$ cat src/rtl/core/bfca_pkg.sv
// Shared constants, types and handshake structs of the best-fit cell allocator.
`timescale 1ns / 1ps

package bfca_pkg;

	localparam int CELLS        = 64;
	localparam int ADDR_W       = $clog2(CELLS);
	localparam int CNT_W        = $clog2(CELLS + 1);
	localparam int REGION_W     = 7;
	localparam int SIZE_W       = 7;
	localparam int TAG_W        = 8;
	localparam int START_W      = 6;
	localparam int FREED_W      = 7;

	localparam logic [REGION_W-1:0] REGION_RESET = 7'd64;
	localparam logic [TAG_W-1:0]    TAG_FIRST    = 8'd1;
	localparam logic [TAG_W-1:0]    TAG_LAST     = 8'd255;

	typedef enum logic [1:0] {
		OP_ALLOC   = 2'd0,
		OP_FREE    = 2'd1,
		OP_COMPACT = 2'd2,
		OP_NONE    = 2'd3
	} op_t;

	typedef struct packed {
		logic load;
		logic issue;
		logic close;
		logic fill;
		logic clear;
		logic finish;
	} ctrl_cmd_t;

	typedef struct packed {
		op_t  op;
		logic skip;
		logic last_issue;
		logic found;
		logic fill_last;
		logic clear_done;
	} dp_stat_t;

endpackage

$ cat src/rtl/core/bfca_cell_ram.sv
// Cell owner memory: one write port, one registered read port, per-entry valid bits.
`timescale 1ns / 1ps

module bfca_cell_ram (
	input  logic                        clk,
	input  logic                        arst_n,
	input  logic                        rd_en,
	input  logic [bfca_pkg::ADDR_W-1:0] rd_addr,
	output logic [bfca_pkg::TAG_W-1:0]  rd_data,
	input  logic                        wr_en,
	input  logic [bfca_pkg::ADDR_W-1:0] wr_addr,
	input  logic [bfca_pkg::TAG_W-1:0]  wr_data
);

	logic [bfca_pkg::TAG_W-1:0] mem [bfca_pkg::CELLS];
	logic [bfca_pkg::CELLS-1:0] valid_q;
	logic [bfca_pkg::TAG_W-1:0] data_q;
	logic                       vld_q;

	always_ff @(posedge clk) begin
		if (wr_en) begin
			mem[wr_addr] <= wr_data;
		end
		if (rd_en) begin
			data_q <= mem[rd_addr];
		end
	end

	always_ff @(posedge clk or negedge arst_n) begin
		if (!arst_n) begin
			valid_q <= '0;
			vld_q   <= 1'b0;
		end else begin
			if (wr_en) begin
				valid_q[wr_addr] <= 1'b1;
			end
			if (rd_en) begin
				vld_q <= valid_q[rd_addr];
			end
		end
	end

	// never-written cells read as free
	assign rd_data = vld_q ? data_q : '0;

endmodule

$ cat src/rtl/core/bfca_datapath.sv
// Datapath: region register, scan pipeline, best-run tracking, write selection, results.
`timescale 1ns / 1ps

module bfca_datapath (
	input  logic                          clk,
	input  logic                          arst_n,
	input  bfca_pkg::ctrl_cmd_t           cmd,
	output bfca_pkg::dp_stat_t            stat,
	input  logic [1:0]                    opcode,
	input  logic [bfca_pkg::SIZE_W-1:0]   request_size,
	input  logic [bfca_pkg::TAG_W-1:0]    free_tag,
	input  logic                          cfg_we,
	input  logic [bfca_pkg::REGION_W-1:0] cfg_data,
	output logic                          result_valid,
	output logic                          status,
	output logic [bfca_pkg::START_W-1:0]  start_cell,
	output logic [bfca_pkg::TAG_W-1:0]    granted_tag,
	output logic [bfca_pkg::FREED_W-1:0]  cells_freed
);

	logic [bfca_pkg::REGION_W-1:0] region_q;
	logic [bfca_pkg::CNT_W-1:0]    n_in;
	logic [bfca_pkg::CNT_W-1:0]    n_q;
	bfca_pkg::op_t                 op_in;
	bfca_pkg::op_t                 op_q;
	logic [bfca_pkg::SIZE_W-1:0]   want_q;
	logic [bfca_pkg::TAG_W-1:0]    tag_in_q;
	logic [bfca_pkg::TAG_W-1:0]    next_tag_q;

	logic [bfca_pkg::CNT_W-1:0]    idx_q;
	logic                          rv_s1;
	logic [bfca_pkg::CNT_W-1:0]    ridx_s1;
	logic [bfca_pkg::TAG_W-1:0]    rd_data;

	logic                          in_run_q;
	logic [bfca_pkg::CNT_W-1:0]    run_start_q;
	logic                          found_q;
	logic [bfca_pkg::CNT_W-1:0]    best_start_q;
	logic [bfca_pkg::CNT_W-1:0]    best_len_q;
	logic [bfca_pkg::CNT_W-1:0]    count_q;
	logic [bfca_pkg::CNT_W-1:0]    w_q;
	logic [bfca_pkg::CNT_W-1:0]    fill_q;

	logic                          cell_free;
	logic                          run_end;
	logic [bfca_pkg::CNT_W-1:0]    end_idx;
	logic [bfca_pkg::CNT_W-1:0]    cand_len;
	logic                          better;

	logic                          wr_en;
	logic [bfca_pkg::ADDR_W-1:0]   wr_addr;
	logic [bfca_pkg::TAG_W-1:0]    wr_data;
	logic                          alloc_ok;

	bfca_cell_ram u_ram (
		.clk     (clk),
		.arst_n  (arst_n),
		.rd_en   (cmd.issue),
		.rd_addr (idx_q[bfca_pkg::ADDR_W-1:0]),
		.rd_data (rd_data),
		.wr_en   (wr_en),
		.wr_addr (wr_addr),
		.wr_data (wr_data)
	);

	always_comb begin
		if (32'(region_q) > 32'(bfca_pkg::CELLS)) begin
			n_in = bfca_pkg::CNT_W'(bfca_pkg::CELLS);
		end else begin
			n_in = bfca_pkg::CNT_W'(region_q);
		end
	end

	assign op_in = bfca_pkg::op_t'(opcode);

	// run bookkeeping: a run closes on an owned cell or at the region end
	always_comb begin
		cell_free = (rd_data == '0);
		end_idx   = cmd.close ? n_q : ridx_s1;
		cand_len  = end_idx - run_start_q;
		run_end   = in_run_q && ((rv_s1 && !cell_free && op_q == bfca_pkg::OP_ALLOC)
			|| cmd.close);
		better    = run_end && (32'(cand_len) >= 32'(want_q))
			&& (!found_q || cand_len < best_len_q);
	end

	always_comb begin
		wr_en   = 1'b0;
		wr_addr = '0;
		wr_data = '0;
		if (rv_s1 && op_q == bfca_pkg::OP_FREE && rd_data == tag_in_q) begin
			wr_en   = 1'b1;
			wr_addr = ridx_s1[bfca_pkg::ADDR_W-1:0];
		end else if (rv_s1 && op_q == bfca_pkg::OP_COMPACT && !cell_free) begin
			wr_en   = 1'b1;
			wr_addr = w_q[bfca_pkg::ADDR_W-1:0];
			wr_data = rd_data;
		end else if (cmd.clear) begin
			wr_en   = 1'b1;
			wr_addr = w_q[bfca_pkg::ADDR_W-1:0];
		end else if (cmd.fill) begin
			wr_en   = 1'b1;
			wr_addr = bfca_pkg::ADDR_W'(best_start_q + fill_q);
			wr_data = next_tag_q;
		end
	end

	assign alloc_ok = (op_q == bfca_pkg::OP_ALLOC) && found_q;

	always_ff @(posedge clk or negedge arst_n) begin
		if (!arst_n) begin
			region_q     <= bfca_pkg::REGION_RESET;
			next_tag_q   <= bfca_pkg::TAG_FIRST;
			op_q         <= bfca_pkg::OP_NONE;
			want_q       <= '0;
			tag_in_q     <= '0;
			n_q          <= '0;
			rv_s1        <= 1'b0;
			ridx_s1      <= '0;
			in_run_q     <= 1'b0;
			run_start_q  <= '0;
			found_q      <= 1'b0;
			best_start_q <= '0;
			best_len_q   <= '0;
			idx_q        <= '0;
			count_q      <= '0;
			w_q          <= '0;
			fill_q       <= '0;
			result_valid <= 1'b0;
		end else begin
			if (cfg_we) begin
				region_q <= cfg_data;
			end
			rv_s1   <= cmd.issue;
			ridx_s1 <= idx_q;
			result_valid <= cmd.finish;

			if (cmd.load) begin
				op_q     <= op_in;
				want_q   <= request_size;
				tag_in_q <= free_tag;
				n_q      <= n_in;
				idx_q    <= '0;
				in_run_q <= 1'b0;
				found_q  <= 1'b0;
				count_q  <= '0;
				w_q      <= '0;
				fill_q   <= '0;
			end

			if (cmd.issue) begin
				idx_q <= idx_q + 1'b1;
			end

			if (rv_s1 && op_q == bfca_pkg::OP_ALLOC) begin
				if (cell_free && !in_run_q) begin
					in_run_q    <= 1'b1;
					run_start_q <= ridx_s1;
				end else if (!cell_free && in_run_q) begin
					in_run_q <= 1'b0;
				end
			end
			if (cmd.close) begin
				in_run_q <= 1'b0;
			end
			if (better) begin
				found_q      <= 1'b1;
				best_start_q <= run_start_q;
				best_len_q   <= cand_len;
			end

			if (rv_s1 && op_q == bfca_pkg::OP_FREE && rd_data == tag_in_q) begin
				count_q <= count_q + 1'b1;
			end
			if ((rv_s1 && op_q == bfca_pkg::OP_COMPACT && !cell_free) || cmd.clear) begin
				w_q <= w_q + 1'b1;
			end
			if (cmd.fill) begin
				fill_q <= fill_q + 1'b1;
			end

			if (cmd.finish && alloc_ok) begin
				next_tag_q <= (next_tag_q == bfca_pkg::TAG_LAST) ? bfca_pkg::TAG_FIRST
					: next_tag_q + 1'b1;
			end
		end
	end

	always_ff @(posedge clk) begin
		if (cmd.finish) begin
			status      <= (op_q == bfca_pkg::OP_ALLOC) && !found_q;
			start_cell  <= alloc_ok ? bfca_pkg::START_W'(best_start_q) : '0;
			granted_tag <= alloc_ok ? next_tag_q : '0;
			cells_freed <= (op_q == bfca_pkg::OP_FREE) ? bfca_pkg::FREED_W'(count_q) : '0;
		end
	end

	always_comb begin
		stat.op         = op_q;
		stat.skip       = (op_in == bfca_pkg::OP_NONE) || (n_in == '0)
			|| (op_in == bfca_pkg::OP_ALLOC && request_size == '0)
			|| (op_in == bfca_pkg::OP_FREE && free_tag == '0);
		stat.last_issue = (idx_q + 1'b1) == n_q;
		stat.found      = found_q;
		stat.fill_last  = (32'(fill_q) + 32'd1) == 32'(want_q);
		stat.clear_done = (w_q == n_q);
	end

endmodule

$ cat src/rtl/core/bfca_ctrl.sv
// Controller: sequences scan, run close, fill and clear phases of each operation.
`timescale 1ns / 1ps

module bfca_ctrl (
	input  logic                clk,
	input  logic                arst_n,
	input  logic                start,
	output logic                busy,
	input  bfca_pkg::dp_stat_t  stat,
	output bfca_pkg::ctrl_cmd_t cmd
);

	typedef enum logic [2:0] {
		ST_IDLE,
		ST_SCAN,
		ST_WAIT,
		ST_CLOSE,
		ST_DECIDE,
		ST_FILL,
		ST_CLEAR,
		ST_DONE
	} state_t;

	state_t state_q;
	logic   busy_q;

	always_comb begin
		cmd        = '0;
		cmd.load   = (state_q == ST_IDLE) && start;
		cmd.issue  = (state_q == ST_SCAN);
		cmd.close  = (state_q == ST_CLOSE);
		cmd.fill   = (state_q == ST_FILL);
		cmd.clear  = (state_q == ST_CLEAR) && !stat.clear_done;
		cmd.finish = (state_q == ST_DONE);
	end

	always_ff @(posedge clk or negedge arst_n) begin
		if (!arst_n) begin
			state_q <= ST_IDLE;
			busy_q  <= 1'b0;
		end else begin
			case (state_q)
				ST_IDLE: begin
					if (start) begin
						busy_q  <= 1'b1;
						state_q <= stat.skip ? ST_DONE : ST_SCAN;
					end
				end
				ST_SCAN: begin
					if (stat.last_issue) begin
						state_q <= ST_WAIT;
					end
				end
				ST_WAIT: begin
					case (stat.op)
						bfca_pkg::OP_ALLOC:   state_q <= ST_CLOSE;
						bfca_pkg::OP_COMPACT: state_q <= ST_CLEAR;
						default:              state_q <= ST_DONE;
					endcase
				end
				ST_CLOSE: begin
					state_q <= ST_DECIDE;
				end
				ST_DECIDE: begin
					state_q <= stat.found ? ST_FILL : ST_DONE;
				end
				ST_FILL: begin
					if (stat.fill_last) begin
						state_q <= ST_DONE;
					end
				end
				ST_CLEAR: begin
					if (stat.clear_done) begin
						state_q <= ST_DONE;
					end
				end
				ST_DONE: begin
					busy_q  <= 1'b0;
					state_q <= ST_IDLE;
				end
				default: begin
					busy_q  <= 1'b0;
					state_q <= ST_IDLE;
				end
			endcase
		end
	end

	assign busy = busy_q;

endmodule

$ cat src/rtl/core/best_fit_cell_allocator.sv
// Top level of the best-fit cell allocator.
`timescale 1ns / 1ps

// One operation at a time: start is taken while busy is low and the single result
// appears on the result ports for one cycle, marked by result_valid, which the
// receiver must take as it comes. The cell map is a single-port-read memory
// walked one cell per cycle over n active cells (region_size capped at 64). A
// compact packs owned cells to the front, then clears the rest; an allocate
// closes the last run and fills request_size cells on a grant. Opcode 3, an
// empty region, a zero-size request and a tag-0 free skip the scan. No clearing
// pass follows reset. region_size is written over the cfg channel while idle.
module best_fit_cell_allocator (
	input  logic                          clk,
	input  logic                          arst_n,
	input  logic                          start,
	output logic                          busy,
	input  logic [1:0]                    opcode,
	input  logic [bfca_pkg::SIZE_W-1:0]   request_size,
	input  logic [bfca_pkg::TAG_W-1:0]    free_tag,
	input  logic                          cfg_valid,
	output logic                          cfg_ready,
	input  logic [bfca_pkg::REGION_W-1:0] cfg_data,
	output logic                          result_valid,
	output logic                          status,
	output logic [bfca_pkg::START_W-1:0]  start_cell,
	output logic [bfca_pkg::TAG_W-1:0]    granted_tag,
	output logic [bfca_pkg::FREED_W-1:0]  cells_freed
);

	bfca_pkg::ctrl_cmd_t cmd;
	bfca_pkg::dp_stat_t  stat;

	assign cfg_ready = !busy;

	bfca_ctrl u_ctrl (
		.clk    (clk),
		.arst_n (arst_n),
		.start  (start),
		.busy   (busy),
		.stat   (stat),
		.cmd    (cmd)
	);

	bfca_datapath u_dp (
		.clk          (clk),
		.arst_n       (arst_n),
		.cmd          (cmd),
		.stat         (stat),
		.opcode       (opcode),
		.request_size (request_size),
		.free_tag     (free_tag),
		.cfg_we       (cfg_valid && cfg_ready),
		.cfg_data     (cfg_data),
		.result_valid (result_valid),
		.status       (status),
		.start_cell   (start_cell),
		.granted_tag  (granted_tag),
		.cells_freed  (cells_freed)
	);

`ifndef SYNTHESIS
	a_accept_busy: assert property (@(posedge clk) disable iff (!arst_n)
		start && !busy |=> busy)
		else $error("busy not raised after accepted transfer");

	a_single_strobe: assert property (@(posedge clk) disable iff (!arst_n)
		result_valid |=> !result_valid)
		else $error("result strobe longer than one cycle");

	a_fail_fields: assert property (@(posedge clk) disable iff (!arst_n)
		result_valid && status |-> start_cell == '0 && granted_tag == '0
			&& cells_freed == '0)
		else $error("failed allocate reports non-zero fields");

	a_grant_no_free: assert property (@(posedge clk) disable iff (!arst_n)
		result_valid && granted_tag != '0 |-> !status && cells_freed == '0)
		else $error("grant reported together with freed cells or failure");
`endif

endmodule
$ cat config.mk
export PLATFORM = sky130hd
export DESIGN_NAME = best_fit_cell_allocator
export DESIGN_NICKNAME = d
export VERILOG_FILES = /design/src/rtl/core/bfca_pkg.sv /design/src/rtl/core/bfca_cell_ram.sv /design/src/rtl/core/bfca_datapath.sv /design/src/rtl/core/bfca_ctrl.sv /design/src/rtl/core/best_fit_cell_allocator.sv
export SDC_FILE = /design/constraint.sdc
export NUM_CORES = 1
export LEC_CHECK = 0
export ABC_AREA = 1
export BUFFER_PORTS_ARGS = -buffer_cell sky130_fd_sc_hd__clkbuf_2
export CORE_ASPECT_RATIO = 0.5
export CORE_MARGIN = 2
export CORE_UTILIZATION = 63
export CTS_CLUSTER_DIAMETER = 200
export DETAILED_ROUTE_END_ITERATION = 7
export PLACE_DENSITY_LB_ADDON = 0.25
export SYNTH_ARGS = -nofsm -noshare
export SYNTH_HDL_FRONTEND = slang
export SYNTH_SLANG_ARGS = --single-unit
$ cat constraint.sdc
create_clock -name clk -period 4.7 [get_ports clk]
set_clock_uncertainty 0.15 [all_clocks]
set_input_delay 0.47 -clock clk [delete_from_list [all_inputs] [get_ports clk]]
set_output_delay 0.47 -clock clk [all_outputs]
set_load 0.03 [all_outputs]
==> results of run 1 <==
## metal layers
layer | share of wire, % | routed length [um] | up-vias | global-route usage [%]
li1 | - | - | 9466 | -
met1 | 41 | 30970 | 10290 | 45.04
met2 | 45 | 33910 | 1275 | 45.56
met3 | 12 | 8900 | 140 | 6.799
met4 | 2.4 | 1790 | 0 | 7.938
met5 | 0 | 0 | - | 0
## worst min-delay path, delay by kind of cell
kind	cells	cell delay, ps
compound gates	1	110
buf+inv	1	80
simple gates	1	250
## cell families after synthesis
logic type,share of synthesized area (%)
compound gates,12.83
xor+xnor,1.237
fa+ha+maj,1.328
buf+inv,4.640
flops,67.45
mux,0.1856
simple gates,12.33
## area by class of cell
| type | instances | area share (%) |
|---|---|---|
| tap | 638 | 2.401 |
| sequential | 709 | 61.56 |
| multi-input combinational | 1610 | 25.52 |
| clock inverter | 21 | 0.6962 |
| inverter | 188 | 2.141 |
| clock buffer | 87 | 5.118 |
| timing repair buffer | 113 | 2.555 |
## cells in the final DEF (no fill, tap or decap), types with 51 or more instances in the layout
master,Yosys,final
o221ai_1,56,56
o22ai_1,101,101
nand2_1,274,274
edfxtp_1,542,542
clkbuf_16,0,59
clkbuf_2,0,51
nor2_1,399,396
nand3_1,125,125
a21oi_1,67,67
o21ai_0,370,370
inv_1,182,172
dfrtp_1,163,160
## state kept, by name (all words and copies together) (netlist names), 8 cells and up
name	flops
u_dp.granted_tag	8
u_dp.next_tag_q	8
u_dp.u_ram.data_q	8
u_dp.u_ram.mem	512
u_dp.tag_in_q	8
u_dp.u_ram.valid_q	64
## metrics by stage
stage / cells / setup slack (ps) / hold WS [ps] / total power [W] / util (%)
finish: 3366 / 452.8 / 206.6 / 0.02118 / 70.51
detailed placement: 3233 / 439.9 / 233.0 / 0.01605 / 65.88
global placement: 3233 / 540.3 / 239.7 / 0.01584 / 65.88
global route: 3366 / 35.72 / 205.4 / 0.02230 / 70.51
floorplan: 2657 / 875.5 / 24.41 / 0.01359 / -
CTS: 3366 / 443.4 / 176.5 / 0.02099 / 70.51
## power by group through the flow
stage	logic, W	clock network [W]	registers (W)
2_1_floorplan	0.00534	0	0.00825
3_3_place_gp	0.00746	0	0.00839
3_5_place_dp	0.00765	0	0.00841
4_1_cts	0.00774	0.00496	0.00829
5_1_grt	0.00870	0.00522	0.00837
6_report	0.00792	0.00496	0.00830
## worst max-delay path by stage
stage,to,slack [ps],depth (start not counted)
5_1_grt,u_dp.best_start_q[2],40,18
3_3_place_gp,u_dp.best_start_q[2],540,18
3_5_place_dp,u_dp.best_start_q[0],440,18
2_1_floorplan,u_dp.best_start_q[5],880,18
4_1_cts,u_dp.best_start_q[0],440,18
6_report,u_dp.best_start_q[4],450,18
## timing repair
| item | CTS | global route |
|---|---|---|
| setup endpoints to repair | 0 | 0 |
| hold buffers | 25 | 0 |
| endpoints found under the hold margin | 120 | 0 |
==> results.md, run 1 <==
- VDD IR-drop max: 0.4818 mV
- Initial antenna violation count: 0
- # Post-CTS Setup Buffers: 0
- Register area share after synthesis: 67.45%
- Total track usage: 30.25%
- Most frequent cells after synthesis: edfxtp_1 (542), nor2_1 (399), o21ai_0 (370), nand2_1 (274), inv_1 (182)
- Resized cells post-CTS: 0
- Wire per inst: 22.45 um
- CTS max path bufs: 3
- Hold Path Cell Cnt: 3
- Hold_sp: cfg_valid
- Delay-heaviest family, CP: compound AO/OA/AOI/OAI gates
- Min Clock Period, post-route: 4247 ps
- Critical-path top delay cell: dfrtp_1
- Area leader, netlist: edfxtp_1
- Worst R2R Start: u_ctrl.state_q[0]
- HP Class: input port to flip-flop
- Status: finished clean
- Sw power: 0.008389 W
- Chip Height: 159.2 um
- Fillcell total: 3,191
- Pin count of the biggest net entering global routing: 182
- Clock-pin slew on the worst setup and hold paths: 70 ps
- CP Launch Point: u_ctrl.state_q[0]
- WP data arrival: 4570 ps
- Design area: 33,250 um2
- Critical path type: flip-flop to flip-flop
- Register area: 20,470 um2
- R2r worst-path depth: 18
- Ant. Diodes: 0
- Leakage power: 12.46 nW
- Final setup fails: 0
- Sw frac: 39.60%
- Yosys reg bits: 709
- Via count: 21,170
- Vias in the first global route: 20,320
- Worst slew pin tran: 1136 ps
- Total CTS buffers: 58
- DRC viols: 0
- Crit end category: flip-flop
- Area delta synth->final: 9.602%
- Fmax: 235.4 MHz
- H-tree depth: 2
- Startpoint Class: flip-flop
- Slowest stage delay, CP: 460 ps
- Effective utilization at floorplan: 64.33%
- Setup TNS: 0 ps
- Fin nets: 2,739
- Post-synth net total: 2,716
- Gate power share: 37.4%
- WHS Endpoint: u_dp.region_q[5]
- Pre-antenna DRT Iters: 6
- Root Buffer: clkbuf_16
- Input/output buffers: 52
- Area share of the largest cell type after synthesis: 53.65%
- Syn Area/Cell: 11.42 um2
- Rows: 56
- Most frequent cell after synthesis: edfxtp_1
- First-pass GRT wire length: 116,800 um
- Die X: 314.3 um
- Final WL: 75,580 um
- Core area: 47,160 um2
- Pwr dens: 637.2 nW/um2
- Layout cells sized above 1: 9.677%
- Area post-placement: 31,060 um2
- Routability cong.: 0.9047
- Routed Antenna Nets: 0
- Mapped Area: 30,330 um2
- Boundary pin count: 53
- Int Pwr: 0.01279 W
- Max cap viols: 0
- GR Overflow Total: 0
- RSZ-0062 raised after global routing: false
- Synth warnings: 0
- Multi-input gate area: 8486 um2
- Post-detail-place hpwl: 45,930 um
- Fin. max-slew vios: 0
- Crit-path cells: nand2_1, nor2_1, buf_4, o21ai_0, ha_1, fa_1, o21ai_0, a21o_1, a21oi_1, xor2_1, ha_1, a21oi_1, o21ai_0, o21ai_0, nand3_1, buf_4, nand2_1, o21ai_0
- Post-synth EDFFs: 542
- Synth area leaders: edfxtp_1 (54%), dfrtp_1 (13%), o21ai_0 (6.1%)
- Worst r2r dst: u_dp.best_start_q[4]
- Die area: 50,030 um2
- Final period utilization: 90.37%
- Async S/R FF share, synth: 23.55%
- Worst path required time: 5030 ps
- Netlist cell types: 44
- CTS Sinks: 709
- R2R Setup Slk: 450 ps
- Post-Syn Instances: 2,657
- CTS tree: done
- Most common cell on crit path: o21ai_0
- Critical path fanouts, max: 13
- Number of vias per cell: 6.289
- Reg power frac: 39.2%
- Clk_lat worst skew: 620 ps
- Initial DRC count: 3,009
- Main synth FF type: edfxtp_1
- CP bufs+invs: 2
- Final hold vios: 0
- Slew headroom: 23.65%
- Clock share of power: 23.4%
No activity file was read; power rests on OpenSTA's default activity.
==> inputs of run 2 (changes only) <==
CORE_MARGIN = not set   (was 2)
CORE_UTILIZATION = 65   (was 63)
clock period = 5.25 ns   (was 4.7 ns; I/O delays follow)
==> results.md, run 2 (synthesis results as in run 1) <==
- Clock-pin slew on the worst setup and hold paths: 70 ps (about the same)
- Worst slew pin tran: 1237 ps (+100.9 ps)
- Status: finished clean
- Reg power frac: 40.6% (+1.4 points)
- Area delta synth->final: 8.344%
- Crit end category: flip-flop
- Biggest register: u_dp.u_ram.mem
- Boundary pin count: 53 (unchanged)
- Critical path type: flip-flop to flip-flop
- RSZ-0062 raised after global routing: false
- Routability cong.: 0.9038 (about the same)
- Clock share of power: 23.4% (about the same)
- CP Launch Point: u_ctrl.state_q[0]
- GR Overflow Total: 0 (unchanged)
- Worst Setup EP: u_dp.best_len_q[6]
- Initial DRC count: 3,022 (+0.43%)
- Die X: 307.5 um (-2.2%)
- CTS Sinks: 709 (unchanged)
- Fin. max-slew vios: 0 (unchanged)
- Ant. Diodes: 0 (unchanged)
- Root Buffer: clkbuf_16
- Via count: 21,050 (-0.56%)
- Final setup fails: 0 (unchanged)
- Commonest cells after routing, fill and taps aside: edfxtp_1 (542), nor2_1 (396), o21ai_0 (370), nand2_1 (274), inv_1 (172)
- Pwr dens: 570.8 nW/um2 (-10%)
- Number of vias per cell: 6.337 (+0.76%)
- Int Pwr: 0.01134 W (-11%)
- DRC viols: 0 (unchanged)
- CTS max path bufs: 3 (unchanged)
- Input/output buffers: 52 (unchanged)
- Die area: 47,590 um2 (-4.9%)
- Worst R2R Start: u_ctrl.state_q[0]
- Startpoint Class: flip-flop
- CTS tree: done
- Routed Antenna Nets: 0 (unchanged)
- Final hold vios: 0 (unchanged)
- Effective utilization at floorplan: 66.49% (+2.2 points)
- WP data arrival: 4930 ps (+360 ps)
- Worst r2r dst: u_dp.best_len_q[6]
- Hold WS: 11.86 ps (-194.7 ps)
- Gate power share: 36.0% (-1.4 points)
- Core area: 45,630 um2 (-3.2%)
- Top Registers: u_dp.u_ram.mem: 512 flops, u_dp.u_ram.valid_q: 64 flops
- Worst path required time: 5570 ps (+540 ps)
- Largest register FFs: 512 (unchanged)
- Setup TNS: 0 ps (unchanged)
- Initial antenna violation count: 0 (unchanged)
- Leakage power: 12.30 nW (-1.4%)
- Min Clock Period, post-route: 4613 ps (+366.3 ps)
- R2R Setup Slk: 640 ps (+180 ps)
- Max cap viols: 0 (unchanged)
- Sw power: 0.007416 W (-12%)
- Sw frac: 39.53% (-0.073 points)
- Pre-antenna DRT Iters: 6 (unchanged)
- Post-detail-place hpwl: 45,070 um (-1.9%)
- Total CTS buffers: 57 (-1.7%)
- H-tree depth: 2 (unchanged)
- Clk_lat worst skew: 600 ps (-20 ps)
- Wire per inst: 22.35 um (-0.48%)
- Fmax: 216.8 MHz (-7.9%)
- Chip Height: 154.8 um (-2.8%)
- First-pass GRT wire length: 112,900 um (-3.4%)
- R2r worst-path depth: 18 (unchanged)
- Total track usage: 31.14% (+0.89 points)
- Slew headroom: 17.46% (-6.2 points)
- Vias in the first global route: 19,930 (-1.9%)
- Final WL: 74,230 um (-1.8%)
- Final period utilization: 87.88% (-2.5 points)
- Layout cells sized above 1: 9.462% (-0.22 points)
- HP Class: input port to flip-flop
- Commonest non-fill, non-tap cell in the layout: edfxtp_1
- Critical path fanouts, max: 22 (+9)
- Fin nets: 2,708 (-1.1%)
- Rows: 55 (-1.8%)
- Fillcell total: 3,024 (-5.2%)
- VDD IR-drop max: 0.5878 mV (+22%)
- Pin count of the biggest net entering global routing: 211 (+16%)
[run 2: cell count changes in the layout (fill, tap and decap cells not counted), moves of 2 or more]
cell,change
clkinv_2,+6
buf_4,-7
dlygate4sd3_1,-21
bufinv_16,+4
clkinv_1,+8
clkbuf_8,-12
clkbuf_16,-2
inv_6,+3
buf_12,-2
clkbuf_1,-11
[run 2: power groups by stage]
stage / Clock [W] / Combinational (W) / Sequential [W]
after floorplan: 0 / 0.00478 / 0.00738
after global placement: 0 / 0.00638 / 0.00768
after detailed placement: 0 / 0.00654 / 0.00771
after CTS: 0.00440 / 0.00660 / 0.00760
after global routing: 0.00461 / 0.00741 / 0.00769
final: 0.00439 / 0.00675 / 0.00763
[run 2: worst min-delay path by stage]
stage | startpoint | end | slack [ps] | depth (start not counted)
final | cfg_data[2] | u_dp.region_q[2] | 10 | 2
after global routing | cfg_data[2] | u_dp.region_q[2] | 6 | 2
after CTS | request_size[1] | u_dp.want_q[1] | 0.8 | 3
after detailed placement | u_dp.idx_q[3] | u_dp.ridx_s1[3] | 250 | 0
after global placement | u_dp.idx_q[3] | u_dp.ridx_s1[3] | 250 | 0
after floorplan | arst_n | u_ctrl.busy | 80 | 0
[run 2: per-stage QoR]
stage          cell area (um2)  power, W  utilization, %  cells  setup slack (ps)
6_report                 32870   0.01876           72.03   3322             636.5
5_1_grt                  32870   0.01971           72.03   3322             165.0
4_1_cts                  32870   0.01859           72.03   3322             636.3
3_5_place_dp             30960   0.01425           67.85   3213             723.1
3_3_place_gp             30960   0.01407           67.85   3213             826.1
2_1_floorplan            30330   0.01217               -   2657              1426
[run 2: critical path: stages, from the launching register on]
cell and delay [ps]:
dfrtp_1 460, nand2_1 150, nor2_1 120, buf_4 190
inv_1 100, o21ai_0 260, inv_1 120, fa_1 460
o21ai_0 310, a21o_1 170, a21oi_1 70, xor2_1 260
ha_1 310, a21oi_1 140, o21ai_0 80, o21ai_0 160
nand3_1 510, inv_1 330, o21ai_0 120
[run 2: what timing repair did]
item,in CTS,in global routing
hold endpoints to repair,102,0
buffers inserted,0,0
gates resized for setup,0,0
hold buffers,4,0
[run 2: layout make-up]
cell class | instances | area [um2] | area share (%)
clock buffers | 62 | 1445 | 4.397
clock inverters | 43 | 422.9 | 1.287
inverters | 188 | 711.9 | 2.166
multi-input cells | 1610 | 8486 | 25.82
flip-flops and latches | 709 | 20470 | 62.28
well taps | 627 | 784.5 | 2.387
repair buffers | 83 | 546.8 | 1.664
[run 2: layer usage]
| metal | track usage (%) | wire [um] |
|---|---|---|
| met4 | 9.334 | 2146 |
| met2 | 47.33 | 33060 |
| met3 | 7.756 | 9360 |
| met1 | 44.97 | 29660 |
| met5 | 0 | 0 |
==> inputs of run 3 (changes only) <==
CORE_UTILIZATION = 40   (was 65)
RECOVER_POWER = 25   (was not set)
==> results.md, run 3 (synthesis results as in run 1) <==
- Status: finished, violations left
- Failing checks: capacitance limit, slew limit
- Total track usage: 20.62% (-11 points)
- Worst R2R Start: u_dp.idx_q[1]
- Chip Height: 196.7 um (+27%)
- Final setup fails: 0 (unchanged)
- H-tree depth: 3 (+1)
- Effective utilization at floorplan: 40.99% (-25 points)
- WP data arrival: 5020 ps (+90 ps)
- Boundary pin count: 53 (unchanged)
- Fin nets: 2,729 (+0.78%)
- # Post-CTS Setup Buffers: 0 (unchanged)
- Min Clock Period, post-route: 4743 ps (+129.7 ps)
- Fin. max-slew vios: 141 (+141)
- Initial antenna violation count: 0 (unchanged)
- Hold Path Cell Cnt: 3 (+1)
- Commonest non-fill, non-tap cell in the layout: edfxtp_1
- Area delta synth->final: 10.67%
- First-pass GRT wire length: 120,600 um (+6.9%)
- Placed cells: 3,598 (+12%)
- Pre-antenna DRT Iters: 7 (+1)
- CTS max path bufs: 3 (unchanged)
- Resized cells post-CTS: 0 (unchanged)
- Layout cells sized above 1: 8.015% (-1.4 points)
- Final hold vios: 0 (unchanged)
- Power, Total: 0.01917 W (+2.2%)
- Critical path fanouts, max: 68 (+210%)
- Rows: 70 (+27%)
- Total CTS buffers: 68 (+19%)
- WHS Endpoint: u_dp.region_q[5]
- Design area: 33,570 um2 (+2.2%)
- CTS Hold Bufs: 10 (+6)
- Core area: 74,010 um2 (+62%)
- Commonest cells after routing, fill and taps aside: edfxtp_1 (542), nor2_1 (397), o21ai_0 (370), nand2_1 (277), inv_1 (176)
- Top Registers: u_dp.u_ram.mem: 512 flops, u_dp.u_ram.valid_q: 64 flops
- Pin count of the biggest net entering global routing: 158 (-25%)
- Critical path type: flip-flop to flip-flop
- Routability cong.: 0.8531 (-5.6%)
- Final WL: 79,220 um (+6.7%)
- Largest register FFs: 512 (unchanged)
- Input/output buffers: 52 (unchanged)
- Setup TNS: 0 ps (unchanged)
- Leakage power: 12.35 nW (+0.43%)
- Die X: 391.5 um (+27%)
- Die area: 77,010 um2 (+62%)
- Startpoint Class: flip-flop
- Crit end category: flip-flop
- Hold_sp: cfg_data[5]
- Clk_lat worst skew: 630 ps (+30 ps)
- Max cap viols: 4 (+4)
- Root Buffer: clkbuf_16
- RSZ-0062 raised after global routing: false
- Number of vias per cell: 5.441 (-14%)
- Via count: 20,280 (-3.6%)
- Wire per inst: 21.25 um (-4.9%)
- Worst path required time: 5530 ps (-40 ps)
- R2R Setup Slk: 510 ps (-130 ps)
- CTS tree: done
- Routed Antenna Nets: 0 (unchanged)
- Fmax: 210.8 MHz (-2.7%)
- Worst slew pin tran: 3341 ps (+2105 ps)
- Slew headroom: -122.8% (-140 points)
- R2r worst-path depth: 7 (-11)
- Pwr dens: 571.0 nW/um2 (about the same)
- Clock-pin slew on the worst setup and hold paths: 60 ps (about the same)
- Vias in the first global route: 19,720 (-1.1%)
- Biggest register: u_dp.u_ram.mem
- DRC viols: 0 (unchanged)
- VDD IR-drop max: 0.2933 mV (-50%)
- Ant. Diodes: 0 (unchanged)
- CTS Sinks: 709 (unchanged)
- GR Overflow Total: 0 (unchanged)
- Initial DRC count: 2,224 (-26%)
- Finished Layout Cells: 3,728 (+12%)
- Fillcell total: 6,833 (+130%)
- Worst r2r dst: u_dp.u_ram.data_q[5]
- Area post-placement: 31,480 um2 (+1.7%)
- Final period utilization: 90.35% (+2.5 points)
- Post-detail-place hpwl: 48,170 um (+6.9%)
- HP Class: input port to flip-flop
## run 3: worst max-delay path, cell delays in order (launching register included)
cell and delay [ps]:
dfrtp_4 420, clkbuf_1 2320, o21ai_0 400, o221ai_1 440, o211ai_1 170, nand3_1 270
nand3_1 110, nand2_1 160
## run 3: layer usage
| layer | up-vias | GRT usage (%) | share of wire [%] |
|---|---|---|---|
| li1 | 9441 | - | - |
| met1 | 10030 | 29.59 | 45 |
| met2 | 697 | 31.41 | 45 |
| met3 | 118 | 4.474 | 7.6 |
| met4 | 0 | 6.013 | 2.4 |
| met5 | - | 0 | 0 |
## run 3: power by group
group | total [W] | internal (W) | switching, W
combinational | 0.00692 | 0.00206 | 0.00486
sequential | 0.00751 | 0.00693 | 0.000578
clock | 0.00474 | 0.00264 | 0.00210
total | 0.0192 | 0.0116 | 0.00754
## run 3: worst max path at each step
stage / slack [ps] / depth (start not counted) / start / to
4_1_cts: 630 / 19 / u_ctrl.state_q[0] / u_dp.best_len_q[2]
3_3_place_gp: 790 / 19 / u_ctrl.state_q[0] / u_dp.best_len_q[2]
2_1_floorplan: 1430 / 18 / u_ctrl.state_q[0] / u_dp.best_start_q[5]
6_report: 510 / 7 / u_dp.idx_q[1] / u_dp.u_ram.data_q[5]
5_1_grt: 90 / 20 / u_ctrl.state_q[0] / u_dp.best_len_q[6]
3_5_place_dp: 660 / 20 / u_ctrl.state_q[0] / u_dp.best_len_q[2]
## run 3: cell type report
class	count	area, um2	area share (%)
Sequential cell	709	20470	60.96
Multi-Input combinational cell	1610	8459	25.20
Clock buffer	88	1818	5.415
Tap cell	1008	1261	3.757
Inverter	188	714.4	2.128
Timing Repair Buffer	93	595.6	1.774
Clock inverter	32	256.5	0.7640
## run 3: metrics by stage
step	setup WS, ps	util, %	hold slack [ps]
3_3_place_gp	791.7	42.53	243.9
4_1_cts	634.3	45.47	4.128
5_1_grt	91.01	45.36	29.71
2_1_floorplan	1426	-	79.41
6_report	506.8	45.36	32.11
3_5_place_dp	656.1	42.53	252.0
